### config.mk
export PLATFORM = sky130hd
export DESIGN_NAME = csm_mul
export DESIGN_NICKNAME = d
export VERILOG_FILES = /design/src/hw/rtl/csm_pkg.sv /design/src/hw/rtl/csm_mul.sv
export SDC_FILE = /design/constraint.sdc
export NUM_CORES = 2
export LEC_CHECK = 0
export BUFFER_PORTS_ARGS = -buffer_cell sky130_fd_sc_hd__buf_2
export CAP_MARGIN = 20
export CORE_ASPECT_RATIO = 1.75
export CORE_MARGIN = 3
export CORE_UTILIZATION = 45
export DETAILED_ROUTE_END_ITERATION = 7
export PLACE_DENSITY_LB_ADDON = 0.08
export SETUP_SLACK_MARGIN = 0.02
export SLEW_MARGIN = 20
export SYNTH_ARGS = -nofsm -noshare
export SYNTH_HDL_FRONTEND = slang
export SYNTH_SLANG_ARGS = --single-unit
### constraint.sdc
create_clock -name i_clk -period 9 [get_ports i_clk]
set_clock_uncertainty 0.05 [all_clocks]
set_input_delay 0.9 -clock i_clk [delete_from_list [all_inputs] [get_ports i_clk]]
set_output_delay 0.9 -clock i_clk [all_outputs]
set_load 0.03 [all_outputs]
### src/hw/rtl/csm_pkg.sv
// shared types, codes and constants of the sparse matrix-vector block
package csm_pkg;

    localparam int VEC_DEPTH_DEF = 1024;
    localparam int FRAC_BITS_DEF = 16;

    localparam int FUNC_W    = 2;
    localparam int IDX_W     = 10;
    localparam int VAL_W     = 32;
    localparam int CNT_W     = 11;
    localparam int ACC_W     = 48;
    localparam int CFG_IDX_W = 2;

    localparam int MUL_A_W = 64;
    localparam int MUL_B_W = 32;
    localparam int PROD_W  = MUL_A_W + MUL_B_W;

    localparam logic [FUNC_W-1:0] FUNC_LOAD_X  = 2'd0;
    localparam logic [FUNC_W-1:0] FUNC_LOAD_Y  = 2'd1;
    localparam logic [FUNC_W-1:0] FUNC_NONZERO = 2'd2;
    localparam logic [FUNC_W-1:0] FUNC_READ_Y  = 2'd3;

    localparam logic [CFG_IDX_W-1:0] CFG_ALPHA_GAIN     = 2'd0;
    localparam logic [CFG_IDX_W-1:0] CFG_TRANSPOSE_MODE = 2'd1;
    localparam logic [CFG_IDX_W-1:0] CFG_ROW_COUNT      = 2'd2;
    localparam logic [CFG_IDX_W-1:0] CFG_COL_COUNT      = 2'd3;

    localparam logic [VAL_W-1:0] ALPHA_RESET     = 32'd65536;
    localparam logic [CNT_W-1:0] ROW_COUNT_RESET = 11'd1024;
    localparam logic [CNT_W-1:0] COL_COUNT_RESET = 11'd1024;

    // request to the shared multiplier: a (two's complement) times b
    typedef struct packed {
        logic               start;
        logic [MUL_A_W-1:0] a;
        logic [MUL_B_W-1:0] b;
    } t_mul_req;

endpackage

### src/hw/rtl/csm_mul.sv
// multi-cycle signed 64x32 multiplier built on one 33x32 partial product unit
module csm_mul (
    input  logic                             i_clk,
    input  logic                             i_rst_n,
    input  csm_pkg::t_mul_req                i_req,
    output logic                             o_done,
    output logic signed [csm_pkg::PROD_W-1:0] o_prod
);

    localparam int HALF_W = csm_pkg::MUL_A_W / 2;
    localparam int PP_W   = HALF_W + 1 + csm_pkg::MUL_B_W;

    localparam logic [1:0] STEP_LO  = 2'd0;
    localparam logic [1:0] STEP_HI  = 2'd1;
    localparam logic [1:0] STEP_SUM = 2'd2;

    logic [csm_pkg::MUL_A_W-1:0]        r_a;
    logic signed [csm_pkg::MUL_B_W-1:0] r_b;
    logic [1:0]                         r_step;
    logic                               r_busy;
    logic                               r_done;
    logic signed [PP_W-1:0]             r_pp_lo;
    logic signed [PP_W-1:0]             r_pp_hi;
    logic signed [csm_pkg::PROD_W-1:0]  r_prod;

    logic signed [HALF_W:0]             m_a;
    logic signed [PP_W-1:0]             m_prod;
    logic signed [csm_pkg::PROD_W-1:0]  sum;

    // low half is unsigned, high half carries the sign
    assign m_a    = (r_step == STEP_LO) ? $signed({1'b0, r_a[HALF_W-1:0]})
                                        : $signed({r_a[csm_pkg::MUL_A_W-1],
                                                   r_a[csm_pkg::MUL_A_W-1:HALF_W]});
    assign m_prod = m_a * r_b;

    assign sum = $signed({r_pp_hi[PP_W-2:0], {HALF_W{1'b0}}})
               + $signed({{(csm_pkg::PROD_W-PP_W){r_pp_lo[PP_W-1]}}, r_pp_lo});

    always_ff @(posedge i_clk) begin
        if (!i_rst_n) begin
            r_busy <= 1'b0;
            r_done <= 1'b0;
            r_step <= STEP_LO;
        end else begin
            r_done <= 1'b0;
            if (!r_busy) begin
                if (i_req.start) begin
                    r_busy <= 1'b1;
                    r_step <= STEP_LO;
                end
            end else begin
                unique case (r_step)
                    STEP_LO:  r_step <= STEP_HI;
                    STEP_HI:  r_step <= STEP_SUM;
                    STEP_SUM: begin
                        r_busy <= 1'b0;
                        r_done <= 1'b1;
                        r_step <= STEP_LO;
                    end
                    default:  r_step <= STEP_LO;
                endcase
            end
        end
    end

    always_ff @(posedge i_clk) begin
        if (!r_busy && i_req.start) begin
            r_a <= i_req.a;
            r_b <= $signed(i_req.b);
        end
        if (r_busy && r_step == STEP_LO) begin
            r_pp_lo <= m_prod;
        end
        if (r_busy && r_step == STEP_HI) begin
            r_pp_hi <= m_prod;
        end
        if (r_busy && r_step == STEP_SUM) begin
            r_prod <= sum;
        end
    end

    assign o_done = r_done;
    assign o_prod = r_prod;

endmodule
Word level (Yosys, flattened, before mapping):

Cells that the tools add are included.

* register bits after elaboration: 325
* bits of input ports: 99
* output and inout bits: 97
* logic and storage cells: 28

* $add $sub $neg: 1
* $mul: 1
* eq/ne operators: 2
* multiplexer cells: 8
* reduce and logical (&&, ||, !) cells: 8

Operators with widths (number)
* $add A96 B65 Y96: 1
* $mul A33 B32 Y65: 1
* $mux W33: 1
* $logic_and A1 B1 Y1: 4
* $mux W1: 4
* $mux W2: 2
* $pmux W2 S2: 1
* $eq A2 B1 Y1 const B: 1
* $eq A2 B2 Y1 const B: 1
* $logic_not A2 Y1: 1
* $reduce_and A2 Y1: 1
* $reduce_bool A2 Y1: 1
* $logic_not A1 Y1: 1

Depth between registers and ports, before layout:

* depth after elaboration: 3
* mapped depth: 34
* depth with buffers taken out: 30

Worst setup path after synthesis:

No wires, ideal clock.

* kind: flip-flop to flip-flop
* start point: reg r_step[1]
* end point: reg r_pp_hi[61] (data pin)
* setup time: 264 ps
* arrival: 8293 ps
* required time: 8686 ps
* path slack: 393 ps
* stages on the path, launching flop included: 32
* path buffers: 4
* period minus slack after synthesis: 8607 ps
* cells stage by stage: dfxtp_1 > or2_2 > clkbuf_1 > and2_1 > clkbuf_1 > clkbuf_1 > nand2_1 > inv_1 > fa_1 > fa_1 > fa_1 > inv_1 > fa_1 > inv_1 > fa_1 > inv_1 > fa_1 > inv_1 > fa_1 > fa_1 > ha_1 > clkbuf_1 > a21oi_1 > o21ai_0 > nor2_1 > nand2_1 > o31ai_2 > a21oi_2 > or4_1 > a31o_1 > a21oi_2 > xnor2_1

* longest elaborated chain between the ends: 3

Ends and longest elaborated chain
* start, declared: line csm_mul.sv:19 `logic [1:0] r_step;`
* start signal, assigned: line csm_mul.sv:43 `r_step <= STEP_LO;`
* start signal, assigned: line csm_mul.sv:49 `r_step <= STEP_LO;`
* start signal, assigned: line csm_mul.sv:53 `STEP_LO: r_step <= STEP_HI;`
* $logic_not A2 Y1: line csm_mul.sv:31 `assign m_a = (r_step == STEP_LO) ? $signed({1'b0, r_a[HALF_W-1:0]})`
* $mux W33: line csm_mul.sv:31
* $mul A33 B32 Y65: line csm_mul.sv:34 `assign m_prod = m_a * r_b;`
* named net m_prod[61]: line csm_mul.sv:27 `logic signed [PP_W-1:0] m_prod;`
* end signal, assigned: line csm_mul.sv:75 `r_pp_hi <= m_prod;`
* end, declared: line csm_mul.sv:23 `logic signed [PP_W-1:0] r_pp_hi;`

The timed path passes the listed nets, and every way through them passes these cells.
A chain may end at the register's enable or synchronous reset.

Worst setup path after layout:

* start point: reg r_step[0]
* end point: reg r_pp_lo[55] (data pin)

* longest elaborated chain between the ends: 3

Ends and longest elaborated chain
* $logic_not A2 Y1: line csm_mul.sv:31
* $mux W33: line csm_mul.sv:31
* $mul A33 B32 Y65: line csm_mul.sv:34
* named net m_prod[55]: line csm_mul.sv:27
* end signal, assigned: line csm_mul.sv:72 `r_pp_lo <= m_prod;`
* end, declared: line csm_mul.sv:22 `logic signed [PP_W-1:0] r_pp_lo;`

The timed path passes the listed nets, and every way through them passes these cells.

==> flow_summary_export.csv <==
group,metric,value,unit
run_status,status,"finished, final reports clean",
timing,slew_viol_final,0,
timing,rsz0062_at_grt,"yes",
placement,port_buffers,195,
routing,first_pass_iters,8,
logic_synthesis,synth-main-ff-cell,"edfxtp_1",
routing,ant_nets,0,
placement,dp_hpwl,127.3,mm
timing,fin_crit_sh,96.91,%
timing,max_slew.worst_pin.slew,0.8818,ns
cells_and_area,layout-drive-gt1-share,9.818,%
worst_setup_path,arrival,9.03,ns
hold_path,min_path_cells,0,
logic_synthesis,synth_area,50990,um^2
worst_setup_path,crit_path_max_incr_delay,0.60,ns
logic_synthesis,syn_nets,6414,
clock_tree,cts_made_buffers,34,
worst_setup_path,worst-path-buf-inv,7,
logic_synthesis,postSynthCellCount,4953,
logic_synthesis,synthTopCellsByArea,"fa_1, edfxtp_1, inv_1, and2_1, ha_1",
worst_setup_path,path_class,"flip-flop to flip-flop",
routing,avgRoutedWirePerCell,22.80,um
cells_and_area,regArea,9719,um^2
logic_synthesis,netlist.area_leader.share,43.70,%
worst_setup_path,slowest_stage,"fa_1",
grt,use_met3,2.064,%
routing,drtIter0Drc,1721,
cells_and_area,multi_input_area,36620,um^2
worst_setup_path,cp_common_cell,"fa_1",
logic_synthesis,avgSynthCellArea,10.29,um^2
worst_setup_path,worstPathMaxFanout,15,
logic_synthesis,seq_area_frac_synth,19.06,%
placement,place.gp.congestion,0.8989,
logic_synthesis,synth.distinct_cells,79,
clock_tree,htreeDepth,2,
cells_and_area,synthToLayoutAreaGrowth,10.07,%
worst_setup_path,critPathRequiredTime,9.30,ns
logic_synthesis,synth-seq-cells,325,
timing,clock.fmax,114.6,MHz
worst_setup_path,endpoint_kind,"flip-flop",
logic_synthesis,yosys_warnings,0,
routing,via_count,34650,
logic_synthesis,yosys-top-cells-count,"fa_1, inv_1, nand2_1",
grt,grt.met2_usage,50.14,%
timing,relSlewSlack,41.21,%
worst_setup_path,start_kind,"flip-flop",
clock_tree,cts_hold_buffers,0,
grt,busiest_layer,"met2",
logic_synthesis,synth_top_cell_by_area,"fa_1",
placement,place_inst,6576,
grt,grt_max_degree,71,
floorplan,fp.dieH,451.3,um
clock_tree,worstSkewPairLatency,0.60,ns
logic_synthesis,async_reset_ff_share,0,%
routing,wirelength,151.5,mm
grt,grt_use_total,26.53,%
timing,fin_crit,8.722,ns
worst_setup_path,cp_top_family,"adder cells",
grt,antenna_found_initial,4,
logic_synthesis,synth_edf_count,321,
cells_and_area,nNetsFinal,6600,
clock_tree,clk_path_buf_depth,3,
hold_path,hold_path.class,"flip-flop to flip-flop",
cells_and_area,final_area,56120,um^2
grt,grt_pass1_wl,230.9,mm
floorplan,pin_count,196,
placement,place_area,54700,um^2
grt,use_met1,28.29,%
flow_run,cap_violations,0,
floorplan,dieArea,117500,um^2
floorplan,dieWidth,260.5,um
routing,viasPerCell,5.217,
worst_setup_path,rr_worst_depth,28,
clock_tree,clk_pin_slew,0.06,ns
worst_setup_path,cp.depth,28,
worst_setup_path,rrSetupSlack,0.28,ns
routing,route.detailed.drc,0,
clock_tree,cts_tree,"yes",
timing,hold_slack,0.3692,ns
timing,hold_viol,0,
cells_and_area,finalNonFillerCells,6642,
floorplan,core_area,111900,um^2
floorplan,rows,162,
grt,grt_pass1_vias,38890,
logic_synthesis,synth.most_common_cell,"fa_1",
timing,setup_viol,0,
clock_tree,cts-root-buf,"clkbuf_16",
floorplan,initial_core_util,45.57,%
clock_tree,cts.sinks,325,
cells_and_area,fill_cells,10540,
grt,overflow,0,
-- registers in the layout (all words and copies together) (netlist names) --
signal / cells
r_pp_hi: 64
r_b: 32
o_done: 1
r_step: 2
r_busy: 1
r_pp_lo: 65
o_prod: 96
r_a: 64
-- routing by layer --
| metal | part of all wire [%] | wire, um |
|---|---|---|
| met5 | 0 | 0 |
| met4 | 7.6 | 11580 |
| met3 | 3.1 | 4727 |
| met2 | 55 | 83420 |
| met1 | 34 | 51730 |
-- cells in the final DEF, fill, tap and decap left out, types with 19 or more instances in the layout --
cell type  count
a21o_1        73
nand4_1       19
nand3_1       25
a21oi_1      118
buf_12        31
and3_1        31
nor2_1        83
buf_2        195
xnor2_1       89
edfxtp_1     321
ha_1         246
nor3_1        19
o21ai_0       61
nand2_1      653
o21bai_1      22
buf_4        147
xor2_1        40
and2_1       529
clkbuf_16     35
fa_1        1111
inv_1       1049
-- worst reg2reg max path, delay by kind of cell, from the launching register on --
family	cells	cell delay, ns
adder cells (fa/ha/maj)	9	4.53
AND/OR/NAND/NOR	7	1.35
buffers and inverters	7	1.21
AO/OA/AOI/OAI	4	0.65
flip-flops	1	0.35
XOR/XNOR	1	0.34
-- layout make-up --
cell class	count	share of cell area, %
clock inverter	23	0.5440
clock buffer	38	1.543
multi-input combinational	3347	65.26
tap	1476	3.291
inverter	1049	7.016
sequential	325	17.32
antenna	2	0.008918
timing repair buffer	382	5.023
-- cells by family after synthesis --
group / after synthesis / synth area share [%]
AOI/OAI and AO/OA: 421 / 5.443
xor gates and xnor gates: 133 / 2.285
adders and majority gates: 1362 / 49.81
buffers and inverters: 1281 / 9.485
DFF: 325 / 19.06
and+or+nand+nor: 1431 / 13.91
-- through the flow --
stage	utilization, %	worst slack [ns]	setup TNS, ns
6_report	50.16	0.2777	0
5_1_grt	50.16	-0.01536	-0.03087
4_1_cts	49.94	0.04703	0
3_5_place_dp	48.89	0.02467	0
3_3_place_gp	48.89	0.08274	0
2_1_floorplan	-	0.3930	0
-- final timing paths --
check / from / to
hold / removal: r_pp_lo[1] / o_prod[1]
setup / recovery: r_step[0] / r_pp_lo[55]
setup reg to reg: r_step[0] / r_pp_lo[55]
hold reg to reg: r_pp_lo[1] / o_prod[1]
-- timing repair --
action	in CTS	in global routing
endpoints found under the setup margin	0	33
buffers inserted	0	3
resized for setup	0	47
Power is not shown: default switching activity piles up to over one toggle a cycle in this logic, so the estimate is an artifact.
